$ cat src/hdl/array_stack_engine_top_defines.svh
// Assertion macros for the stack engine.
// ASE_ASSERT_IMP: same-cycle implication. ASE_ASSERT_NXT: next-cycle implication.
// Both are sampled on clk and disabled while arst_n is low.
`ifndef ARRAY_STACK_ENGINE_TOP_DEFINES_SVH
`define ARRAY_STACK_ENGINE_TOP_DEFINES_SVH

`ifndef SYNTHESIS
`define ASE_ASSERT_IMP(lbl, ante, cons, msg) \
	lbl: assert property (@(posedge clk) disable iff (!arst_n) (ante) |-> (cons)) \
		else $error(msg);
`define ASE_ASSERT_NXT(lbl, ante, cons, msg) \
	lbl: assert property (@(posedge clk) disable iff (!arst_n) (ante) |=> (cons)) \
		else $error(msg);
`else
`define ASE_ASSERT_IMP(lbl, ante, cons, msg)
`define ASE_ASSERT_NXT(lbl, ante, cons, msg)
`endif

`endif

$ cat src/hdl/ase_pkg.sv
package ase_pkg;

	localparam int DEPTH_DEF     = 8;
	localparam int WORD_BITS_DEF = 32;

	// stream word layout
	localparam int IN_DATA_BITS  = 40;
	localparam int IN_USER_BITS  = 2;
	localparam int OUT_DATA_BITS = 40;
	localparam int OUT_USER_BITS = 2;
	localparam int VALUE_BITS    = 32;
	localparam int POS_BITS      = 4;
	localparam int COUNT_BITS    = 4;

	typedef enum logic [1:0] {
		OP_PUSH = 2'd0,
		OP_POP  = 2'd1,
		OP_PEEK = 2'd2,
		OP_PEEP = 2'd3
	} op_t;

	typedef enum logic [1:0] {
		ST_OK        = 2'd0,
		ST_OVERFLOW  = 2'd1,
		ST_UNDERFLOW = 2'd2,
		ST_RANGE     = 2'd3
	} status_t;

endpackage

$ cat src/hdl/array_stack_engine_top.sv
// LIFO stack engine.
// Request channel (s_*): one word per request; s_tuser carries the operation
// (push, pop, peek top, peep at position), s_tdata the push word and position.
// Result channel (m_*): exactly one word per request, in request order, with
// the word read (-1 on push or error), a status code, the empty and full flags
// and the entry count as they stand after the request.
// A request accepted by s_tready passes through stage 1 (decode and RAM read)
// and then the result register before it shows on m_tvalid. Throughput: one
// request per cycle, sustained while m_tready stays high. The entries live in
// a single synchronous RAM; the write for a push lands at the accepting edge,
// so a following pop/peek/peep in the next cycle reads it with no bypass.
// The fill count is kept in a register and updated at the accepting edge.
// Reset (arst_n low, asynchronous) empties the stack and drops any result in
// flight; the RAM contents are not cleared and are never read before written.
// When the receiver stalls, the result register holds, the RAM read stage
// holds behind it, and s_tready drops once both are full.
`include "array_stack_engine_top_defines.svh"

module array_stack_engine_top #(
	parameter int DEPTH     = ase_pkg::DEPTH_DEF,
	parameter int WORD_BITS = ase_pkg::WORD_BITS_DEF
) (
	input  logic                               clk,
	input  logic                               arst_n,
	// request
	input  logic                               s_tvalid,
	output logic                               s_tready,
	// [31:0] push_value, [35:32] position, [39:36] zero
	input  logic [ase_pkg::IN_DATA_BITS-1:0]   s_tdata,
	// [1:0] operation
	input  logic [ase_pkg::IN_USER_BITS-1:0]   s_tuser,
	// result
	output logic                               m_tvalid,
	input  logic                               m_tready,
	// [31:0] read_value, [32] is_empty, [33] is_full, [37:34] entry_count,
	// [39:38] zero
	output logic [ase_pkg::OUT_DATA_BITS-1:0]  m_tdata,
	// [1:0] status
	output logic [ase_pkg::OUT_USER_BITS-1:0]  m_tuser
);

	import ase_pkg::*;

	localparam int AW = (DEPTH > 1) ? $clog2(DEPTH) : 1;
	localparam int CW = $clog2(DEPTH + 1);
	localparam int PW = (CW > POS_BITS) ? CW : POS_BITS; // compare width

	// ---------------- request decode ----------------
	logic                   accept;
	op_t                    op;
	logic [VALUE_BITS-1:0]  push_value;
	logic [POS_BITS-1:0]    position;
	logic [PW-1:0]          cnt_w;
	logic [PW-1:0]          pos_w;

	logic [CW-1:0]          count_q;   // entries held
	logic [CW-1:0]          count_nxt;
	status_t                st_d;
	logic                   rd_d;
	logic                   we_d;
	logic [AW-1:0]          raddr_d;
	logic [AW-1:0]          waddr_d;
	logic [WORD_BITS-1:0]   wdata_d;
	logic [WORD_BITS-1:0]   rdata;

	logic                   empty_now;
	logic                   full_now;

	assign accept     = s_tvalid && s_tready;
	assign op         = op_t'(s_tuser[1:0]);
	assign push_value = s_tdata[VALUE_BITS-1:0];
	assign position   = s_tdata[VALUE_BITS +: POS_BITS];
	assign cnt_w      = PW'(count_q);
	assign pos_w      = PW'(position);
	assign empty_now  = (count_q == '0);
	assign full_now   = (count_q == CW'(DEPTH));

	// push word is sign-extended (or cut) into the stored word width
	assign wdata_d = WORD_BITS'(signed'(push_value));
	assign waddr_d = AW'(count_q);

	always_comb begin
		st_d      = ST_OK;
		rd_d      = 1'b0;
		we_d      = 1'b0;
		count_nxt = count_q;
		raddr_d   = AW'(count_q - CW'(1));
		case (op)
			OP_PUSH: begin
				if (full_now) begin
					st_d = ST_OVERFLOW;
				end else begin
					we_d      = 1'b1;
					count_nxt = count_q + CW'(1);
				end
			end
			OP_POP: begin
				if (empty_now) begin
					st_d = ST_UNDERFLOW;
				end else begin
					rd_d      = 1'b1;
					count_nxt = count_q - CW'(1);
				end
			end
			OP_PEEK: begin
				if (empty_now) begin
					st_d = ST_UNDERFLOW;
				end else begin
					rd_d = 1'b1;
				end
			end
			OP_PEEP: begin
				if (empty_now) begin
					st_d = ST_UNDERFLOW;
				end else if (pos_w == '0 || pos_w > cnt_w) begin
					st_d = ST_RANGE;
				end else begin
					rd_d    = 1'b1;
					raddr_d = AW'(cnt_w - pos_w);
				end
			end
			default: begin
				st_d = ST_OK;
			end
		endcase
	end

	ase_ram #(
		.WIDTH(WORD_BITS),
		.DEPTH(DEPTH)
	) u_ram (
		.clk  (clk),
		.we   (accept && we_d),
		.waddr(waddr_d),
		.wdata(wdata_d),
		.re   (accept && rd_d),
		.raddr(raddr_d),
		.rdata(rdata)
	);

	// ---------------- pipeline control ----------------
	logic          valid_s1;
	status_t       status_s1;
	logic          rd_s1;
	logic [CW-1:0] count_s1;

	logic                  out_valid_q;
	status_t               out_status_q;
	logic [VALUE_BITS-1:0] out_value_q;
	logic                  out_empty_q;
	logic                  out_full_q;
	logic [CW-1:0]         out_count_q;

	logic out_load;
	logic s1_free;

	assign out_load = valid_s1 && (!out_valid_q || m_tready);
	assign s1_free  = !valid_s1 || out_load;
	assign s_tready = s1_free;

	always_ff @(posedge clk or negedge arst_n) begin
		if (!arst_n) begin
			count_q     <= '0;
			valid_s1    <= 1'b0;
			out_valid_q <= 1'b0;
		end else begin
			if (accept) begin
				count_q <= count_nxt;
			end
			if (s1_free) begin
				valid_s1 <= accept;
			end
			if (out_load) begin
				out_valid_q <= 1'b1;
			end else if (m_tready) begin
				out_valid_q <= 1'b0;
			end
		end
	end

	// stage 1 carries the decode while the RAM read completes
	always_ff @(posedge clk) begin
		if (accept) begin
			status_s1 <= st_d;
			rd_s1     <= rd_d;
			count_s1  <= count_nxt;
		end
		if (out_load) begin
			out_status_q <= status_s1;
			out_value_q  <= rd_s1 ? VALUE_BITS'(signed'(rdata)) : '1;
			out_empty_q  <= (count_s1 == '0);
			out_full_q   <= (count_s1 == CW'(DEPTH));
			out_count_q  <= count_s1;
		end
	end

	assign m_tvalid = out_valid_q;
	assign m_tuser  = out_status_q;
	assign m_tdata  = {2'b00, COUNT_BITS'(out_count_q), out_full_q, out_empty_q,
		out_value_q};

	// ---------------- checks ----------------
	`ASE_ASSERT_IMP(a_count_bound, 1'b1, count_q <= CW'(DEPTH), "fill count above depth")
	`ASE_ASSERT_IMP(a_ovf_full, out_valid_q && out_status_q == ST_OVERFLOW, out_full_q,
		"overflow reported while not full")
	`ASE_ASSERT_IMP(a_udf_empty, out_valid_q && out_status_q == ST_UNDERFLOW,
		out_empty_q, "underflow reported while not empty")
	`ASE_ASSERT_NXT(a_push_inc, accept && op == OP_PUSH && !full_now,
		count_q == $past(count_q) + CW'(1), "push did not advance the count")

endmodule

$ cat src/hdl/ase_ram.sv
module ase_ram #(
	parameter int WIDTH = 32,
	parameter int DEPTH = 8,
	localparam int AW   = (DEPTH > 1) ? $clog2(DEPTH) : 1
) (
	input  logic             clk,
	input  logic             we,
	input  logic [AW-1:0]    waddr,
	input  logic [WIDTH-1:0] wdata,
	input  logic             re,
	input  logic [AW-1:0]    raddr,
	output logic [WIDTH-1:0] rdata
);

	logic [WIDTH-1:0] mem [DEPTH];

	always_ff @(posedge clk) begin
		if (we) begin
			mem[waddr] <= wdata;
		end
		if (re) begin
			rdata <= mem[raddr];
		end
	end

endmodule
$ cat config.mk
export PLATFORM = sky130hd
export DESIGN_NAME = array_stack_engine_top
export DESIGN_NICKNAME = d
export VERILOG_FILES = /design/src/hdl/ase_pkg.sv /design/src/hdl/array_stack_engine_top.sv /design/src/hdl/ase_ram.sv
export VERILOG_INCLUDE_DIRS = /design/src /design/src/hdl
export SDC_FILE = /design/constraint.sdc
export NUM_CORES = 1
export LEC_CHECK = 0
export ABC_AREA = 1
export BUFFER_PORTS_ARGS = -buffer_cell sky130_fd_sc_hd__buf_2
export CAP_MARGIN = 40
export CORE_MARGIN = 5
export CORE_UTILIZATION = 40
export DETAILED_ROUTE_END_ITERATION = 10
export PLACE_DENSITY = 0.66
export SYNTH_ARGS = -nofsm -noshare
export SYNTH_HDL_FRONTEND = slang
export SYNTH_SLANG_ARGS = --single-unit
$ cat constraint.sdc
create_clock -name clk -period 7.8 [get_ports clk]
set_input_delay 0.39 -clock clk [delete_from_list [all_inputs] [get_ports clk]]
set_output_delay 0.39 -clock clk [all_outputs]
set_load 0.005 [all_outputs]
==> key figures, run 1 <==
Floorplanning
  • Rows: 70
  • Ports: 90
  • Die H: 203 µm
  • Initial Util: ~41%
  • Core Area: 36,700 µm²
  • Die footprint: 41,200 µm²
  • Die X: just over 200 µm

Yosys
  • Seq/Total Area, Yosys: 68.5%
  • Number of synthesized register bits: 341
  • Mapped cell area: 14,900 µm²
  • Syn avg cell area: 10.6 µm²
  • Netlist cell types: 33
  • Synth Instances: 1,410
  • Yosys warning count: 0

STA
  • Worst Tran Pin Value: 876 ps
  • Worst setup margin: 3760 ps
  • RSZ-0062 raised after global routing: no
  • Tcrit/Tclk final: 51.7%
  • Rel. slew slack: 41.6%
  • Final Max Tran Viols: 0
  • Max Freq: about 0.25 GHz
  • Setup-failing EPs final: 0
  • Setup TNS: 0 ps
  • Clk_skew: around 11 ps
  • Minimum clock period after layout: 4040 ps
  • Final Hold Fails: 0

Place
  • Pre-CTS setup slack: between 3000 and 4000 ps
  • IO buf count: 83
  • DP Wirelength: between 15,000 and 20,000 µm
  • Placed Instances: 1,913
  • GPL Wtd Cong: 0.767
  • Placed inst area: between 15,000 and 20,000 µm²

Route
  • Via Count: 9,760
  • WL/cell: 17.2 µm
  • Total Wirelength: ~34,000 µm
  • Routed Antenna Nets: 0
  • DRT iter0 DRCs: 740
  • DRC viols: 0
  • Vias per inst: just under 5
  • Detailed Routing Iterations Pass 1: 5

Power
  • Sequential fraction of design power: 37.5%
  • Net Sw Frac: 35.8%
  • Clock Power Share: 28.1%
  • Leakage power: 7.50 nW
  • P_sw: 2.21 mW
  • Internal power: 3.97 mW
  • PwrDens: 361 nW/µm²
  • Maximum vdd drop: roughly 0.27 mV
  • Gate power share: 34.4%

Setup path
  • R2R setup slack: 3760 ps
  • Critical Path End: u_ram.rdata[14]$_DFFE_PP_
  • CP startpoint kind: register
  • Crit. End Element: register
  • Worst setup path class: reg2reg
  • Critical Path RT: 8170 ps
  • CP Launch Point: cnt_w[0]$_DFFE_PN0P_
  • Arrival time at the worst endpoint: about 4400 ps
  • Worst R2R Path Depth: 13
  • Worst reg2reg endpoint: u_ram.rdata[14]$_DFFE_PP_
  • R2r startpoint: cnt_w[0]$_DFFE_PN0P_
  • Crit Path Max Fanout: 65

Job
  • Max-Cap Viols: 0

Clock tree
  • CTS Root Buffer Type: clkbuf_16
  • Post-CTS Setup Repair Bufs: 0
  • Num CTS Buffers: 36
  • Reg clk slew, reported paths: approximately 60 ps
  • Sinks on Clock Net: approximately 340
  • Clock latency on the worst-skew pair: 510 ps
  • CTS max path bufs: 3
  • Hold Buf Count CTS: 1
  • TritonCTS clock tree: done
  • H-tree levels: 2
  • Post-CTS sizing: 0

Finish
  • Area growth from synthesis to layout: 14.9%
  • Post-Layout Cell Count: 1,981
  • Layout cell share with drive strength beyond 1: 12.1%
  • Layout Utilization: 46.7%
  • Nets: ~1,500
  • Final design area excluding fillers: 17,100 µm²

GRT
  • GRT Overall Usage: 16.4%
  • Largest net degree at the start of global routing: 68
  • Vias in the first global route: 9,522
  • Total grt overflow: 0
  • Initial antenna violation count: 4
  • First-pass GRT wire length: 53,200 µm

Min path
  • HP Class: in2reg

Status
  • Status: finished, final reports clean
==> flip-flops by register name (all words and copies together), names as in the netlist <==
| register | count |
|---|---|
| u_ram.mem | 256 |
| out_value_q | 32 |
| u_ram.rdata | 32 |
| cnt_w | 4 |
| count_s1 | 4 |
| out_count_q | 4 |
| m_tuser | 2 |
| status_s1 | 2 |
| m_tvalid | 1 |
| out_empty_q | 1 |
| out_full_q | 1 |
| rd_s1 | 1 |
| valid_s1 | 1 |
==> worst min path at each step <==
stage | from | to | slack [ps] | cells past startpoint
final | s_tdata[25] | u_ram.mem[6][25]$_DFFE_PP_ | 140 | 1
after global routing | s_tdata[25] | u_ram.mem[7][25]$_DFFE_PP_ | 140 | 1
after CTS | s_tdata[14] | u_ram.mem[4][14]$_DFFE_PP_ | 120 | 1
after detailed placement | arst_n | valid_s1$_DFFE_PN0N_ | 230 | 1
after global placement | arst_n | m_tvalid$_DFFE_PN0P_ | 230 | 1
after floorplan | arst_n | cnt_w[0]$_DFFE_PN0P_ | 90 | 0
==> cells in the mapped netlist <==
cell | count | area, µm²
and2_1 | 1 | 6.26
clkbuf_1 | 15 | 56.3
nand4_2 | 2 | 25.0
a22oi_1 | 1 | 7.51
nand3_1 | 295 | 1480
clkinv_1 | 2 | 7.51
nand4_1 | 2 | 12.5
o21ai_2 | 1 | 8.76
xnor2_1 | 1 | 8.76
o211ai_1 | 1 | 7.51
nand2_1 | 319 | 1200
nor3_2 | 1 | 10.0
buf_4 | 10 | 75.1
nor4_1 | 2 | 12.5
fa_1 | 1 | 20.0
a21oi_2 | 1 | 8.76
nand2_2 | 2 | 12.5
conb_1 | 1 | 3.75
o21ai_0 | 10 | 50.1
edfxtp_1 | 335 | 10100
nand3_2 | 1 | 10.0
ha_1 | 11 | 138
inv_1 | 315 | 1180
buf_1 | 7 | 26.3
buf_2 | 38 | 190
o221ai_1 | 1 | 8.76
a21oi_1 | 6 | 30.0
nor2_1 | 14 | 52.6
nor2_8 | 1 | 20.0
nor3_1 | 4 | 20.0
inv_2 | 2 | 7.51
dfrtp_1 | 6 | 150
xor2_1 | 1 | 8.76
==> layout by cell type (no fill, tap or decap), types with 2 or more instances in the layout <==
cell type,n
nor2_1,10
buf_12,4
clkbuf_1,6
nand2_2,2
ha_1,11
o21ai_0,10
inv_2,3
diode_2,2
buf_2,83
clkinv_2,7
clkinvlp_4,3
nand3_1,295
dfrtp_1,6
nor3_2,4
clkinv_1,6
bufinv_16,5
edfxtp_1,335
clkbuf_16,38
a21oi_1,5
buf_4,16
inv_1,314
nor2_4,4
nand4_1,2
nand2_4,2
nor4_1,2
conb_1,2
nand2_1,317
==> final cells by class <==
type | instances | area (µm²)
multi-input cells | 681 | 3260
fillers | 3230 | 19600
repair buffers | 105 | 653
clock inverters | 21 | 248
inverters | 319 | 1200
flip-flops and latches | 341 | 10200
clock buffers | 44 | 973
diodes | 2 | 5.00
well taps | 468 | 586
==> power by group through the flow <==
stage | logic [mW] | registers (mW) | clock network (mW)
2_1_floorplan | 1.47 | 2.35 | 0
3_3_place_gp | 2.02 | 2.35 | 0
3_5_place_dp | 2.13 | 2.36 | 0
4_1_cts | 2.14 | 2.32 | 1.77
5_1_grt | 2.41 | 2.33 | 1.85
6_report | 2.13 | 2.32 | 1.74
==> layer usage <==
layer,global-route usage [%],wire length [µm]
met3,3.00,2460
met5,0,40
met1,21.4,13900
met4,4.70,741
met2,28.3,16800
==> critical path, cell delays in order, from the launching register on <==
cell      delay [ps]
dfrtp_1          550
clkinv_1         390
ha_1             380
nand3_2          200
nand4_2          300
nand2_2          130
buf_4            690
nand2_2          490
buf_16           330
nand2_1           70
nand3_1           60
nand2_1           90
nand2_1           50
nand2_1          130
==> metrics by stage <==
step | power (mW) | hold WS (ps)
detailed placement | 4.48 | 230
global placement | 4.37 | 230
floorplan | 3.82 | 94.4
finish | 6.18 | 140
global route | 6.58 | 140
CTS | 6.23 | 121
==> cell families after synthesis <==
| kind of cell | count (synthesis) | synth area share [%] |
|---|---|---|
| AOI/OAI and AO/OA | 21 | 0.814 |
| adders and majority gates | 12 | 1.06 |
| other | 1 | 0.0251 |
| DFF | 341 | 68.5 |
| buffers and inverters | 389 | 10.4 |
| and+or+nand+nor | 644 | 19.1 |
| xor gates and xnor gates | 2 | 0.118 |
Note: power is estimated with default switching activity, not from simulation.
==> run 2: changes to the inputs <==
==> constraint.sdc (replaced) <==
create_clock -name clk -period 4.05 [get_ports clk]
set_input_delay 0.2025 -clock clk [delete_from_list [all_inputs] [get_ports clk]]
set_output_delay 0.2025 -clock clk [all_outputs]
set_load 0.005 [all_outputs]
==> run 2 against run 1 <==
Against the previous run:
- power is 90% higher
- critical path depth is 1 lower
- final cell count is 1.9% higher
- die area stayed put
- register-to-register slack worse by 3000 ps
- non-clock buffer count is 39 higher
- fmax is 23% higher
- core utilization is 0.81 points higher
- sequential cell count stayed put
- hold slack worse by 92 ps
- routed wire length is 0.70% lower
- clock power is 80% higher
- highest routed layer unchanged
==> key figures, run 2 (synthesis gave the netlist of run 1 again) <==
Status
  • Status: finished, final reports clean

Clock tree
  • Clock latency on the worst-skew pair: 510 ps (about the same)
  • Post-CTS Setup Repair Bufs: 0 (unchanged)
  • CTS Root Buffer Type: clkbuf_16
  • Hold Buf Count CTS: 34 (+33)
  • H-tree levels: 2 (unchanged)
  • TritonCTS clock tree: done
  • CTS max path bufs: 3 (unchanged)
  • Sinks on Clock Net: 341 (unchanged)
  • Post-CTS sizing: 0 (unchanged)
  • Reg clk slew, reported paths: 60 ps (about the same)
  • Num CTS Buffers: 36 (unchanged)

Setup path
  • Worst path cell trace: clkinv_1, ha_1, nand3_2, nand4_2, nand2_1, inv_2, nor2_8, buf_4, nand3_1, nand2_1, nand2_1, nand2_1
  • Crit. End Element: register
  • Worst setup path class: reg2reg
  • Worst reg2reg endpoint: u_ram.rdata[24]$_DFFE_PP_
  • Crit Path Max Fanout: 40 (-38%)
  • Worst R2R Path Depth: 12 (-1)
  • R2R setup slack: 760 ps (-3000 ps)
  • Critical Path RT: 4440 ps (-3730 ps)
  • Arrival time at the worst endpoint: 3680 ps (-720 ps)
  • Family with the most delay on the worst path: simple AND/OR/NAND/NOR gates
  • R2r startpoint: cnt_w[0]$_DFFE_PN0P_
  • Largest stage delay, worst path: 540 ps (-150 ps)
  • Slowest CP cell: dfrtp_1
  • Crit-path most repeated cell: nand2_1
  • CP startpoint kind: register
  • Worst path buffer plus inverter count: 3 (unchanged)

STA
  • Max Freq: 0.304 GHz (+23%)
  • Rel. slew slack: 54.0% (+12 points)
  • Worst Tran Pin Value: 688 ps (-188 ps)
  • Final Hold Fails: 0 (unchanged)
  • Setup-failing EPs final: 0 (unchanged)
  • RSZ-0062 raised after global routing: no
  • Clk_skew: 15.4 ps (+4.28 ps)
  • Minimum clock period after layout: 3290 ps (-745 ps)
  • Worst setup margin: 760 ps (-3000 ps)
  • Tcrit/Tclk final: 81.2% (+30 points)
  • Final Max Tran Viols: 0 (unchanged)

Floorplanning
  • Core Area: 36,700 µm² (unchanged)
  • Die footprint: 41,200 µm² (unchanged)
  • Die H: 203 µm (unchanged)
  • Ports: 90 (unchanged)
  • Die X: 203 µm (unchanged)
  • Initial Util: 40.6% (unchanged)
  • Rows: 70 (unchanged)

Route
  • WL/cell: 16.7 µm (-2.6%)
  • DRT iter0 DRCs: 700 (-5.4%)
  • Max Used Layer: met5
  • Detailed Routing Iterations Pass 1: 6 (+1)
  • Met2 wire len: 16,800 µm (-0.25%)
  • Met1 wire length: 14,100 µm (+1.4%)
  • Via Count: 9,858 (+1.0%)
  • WL met3: 1940 µm (-21%)
  • Routed Antenna Nets: 0 (unchanged)
  • DRC viols: 0 (unchanged)
  • Total Wirelength: 33,800 µm (-0.70%)
  • Vias per inst: 4.88 (-0.90%)

Power
  • Leakage power: 7.64 nW (+1.8%)
  • PwrDens: 673 nW/µm² (+87%)
  • Clock Power Share: 26.7% (-1.4 points)
  • Maximum vdd drop: 0.632 mV (+130%)
  • Gate power share: 35.2% (+0.8 points)
  • Sequential fraction of design power: 38.1% (+0.6 points)
  • Net Sw Frac: 36.2% (+0.44 points)
  • Internal power: 7.48 mW (+88%)
  • P_sw: 4.25 mW (+92%)

Finish
  • Layout Utilization: 47.5% (+0.81 points)
  • Max FFs per register: 256 (unchanged)
  • Layout cell share with drive strength beyond 1: 11.7% (-0.43 points)
  • Most frequent cells in the layout: 335 x edfxtp_1, 318 x nand2_1, 314 x inv_1
  • Top Registers: u_ram.mem (256), out_value_q (32), u_ram.rdata (32)
  • Area growth from synthesis to layout: 16.9%
  • Commonest non-fill, non-tap cell in the layout: edfxtp_1
  • Most flops, register: u_ram.mem
  • Nets: 1,581 (+2.5%)

Place
  • GPL Wtd Cong: 0.771 (+0.47%)
  • DP Wirelength: 18,200 µm (+1.8%)
  • IO buf count: 83 (unchanged)
  • Pre-CTS setup slack: 756 ps (-3060 ps)

GRT
  • Total grt overflow: 0 (unchanged)
  • Largest net degree at the start of global routing: 97 (+43%)
  • First-pass GRT wire length: 53,000 µm (-0.38%)
  • Initial antenna violation count: 2 (-2)
  • GRT Overall Usage: 16.3% (-0.18 points)
  • Vias in the first global route: 9,955 (+4.5%)

Job
  • Max-Cap Viols: 0 (unchanged)

Min path
  • HP Class: in2async
## run 2: cell count changes in the layout (fill, tap and decap cells not counted), sizes merged
cell | before | now
dlygate4sd3 | 1 | 34
buf | 104 | 110
clkinv | 15 | 18
clkinvlp | 3 | 0
bufinv | 5 | 3
clkbuf | 44 | 46
diode | 2 | 1
## run 2: power groups by stage
| stage | Clock, mW | Combinational, mW | Sequential, mW |
|---|---|---|---|
| after CTS | 3.20 | 4.17 | 4.47 |
| after global placement | 0 | 4.04 | 4.54 |
| after global routing | 3.35 | 4.60 | 4.49 |
| final | 3.13 | 4.13 | 4.47 |
| after detailed placement | 0 | 4.12 | 4.54 |
| after floorplan | 0 | 2.84 | 4.52 |
## run 2: cell type report
type	count	area, µm²
clock inverters	19	180
multi-input cells	681	3260
repair buffers	144	1050
flip-flops and latches	341	10200
well taps	468	586
diodes	1	2.50
fillers	3264	19300
clock buffers	46	948
inverters	319	1200
## run 2: metrics by stage
| stage | setup TNS (ps) | power (mW) | cell area [µm²] | std cells | hold WS (ps) |
|---|---|---|---|---|---|
| 2_1_floorplan | -4190 | 7.36 | 14900 | 1411 | -93.1 |
| 3_3_place_gp | 0 | 8.58 | 16000 | 1919 | 44.6 |
| 3_5_place_dp | 0 | 8.66 | 16000 | 1919 | 49.7 |
| 4_1_cts | 0 | 11.8 | 17400 | 2018 | 37.6 |
| 5_1_grt | 0 | 12.4 | 17400 | 2019 | 71.9 |
| 6_report | 0 | 11.7 | 17400 | 2019 | 47.2 |
## run 2: worst max path at each step
stage,cells past startpoint,endpoint,start
after floorplan,9,u_ram.mem[3][0]$_DFFE_PP_,cnt_w[0]$_DFFE_PN0P_
after global placement,12,u_ram.rdata[25]$_DFFE_PP_,cnt_w[0]$_DFFE_PN0P_
after detailed placement,12,u_ram.rdata[31]$_DFFE_PP_,cnt_w[0]$_DFFE_PN0P_
after CTS,12,u_ram.rdata[31]$_DFFE_PP_,cnt_w[0]$_DFFE_PN0P_
after global routing,12,u_ram.rdata[24]$_DFFE_PP_,cnt_w[0]$_DFFE_PN0P_
final,12,u_ram.rdata[24]$_DFFE_PP_,cnt_w[0]$_DFFE_PN0P_
## run 2: metal layers
| layer | track usage, % | up-vias |
|---|---|---|
| met3 | 2.59 | 71 |
| met5 | 0 | - |
| li1 | - | 4806 |
| met1 | 20.5 | 4679 |
| met2 | 28.8 | 300 |
| met4 | 5.42 | 2 |
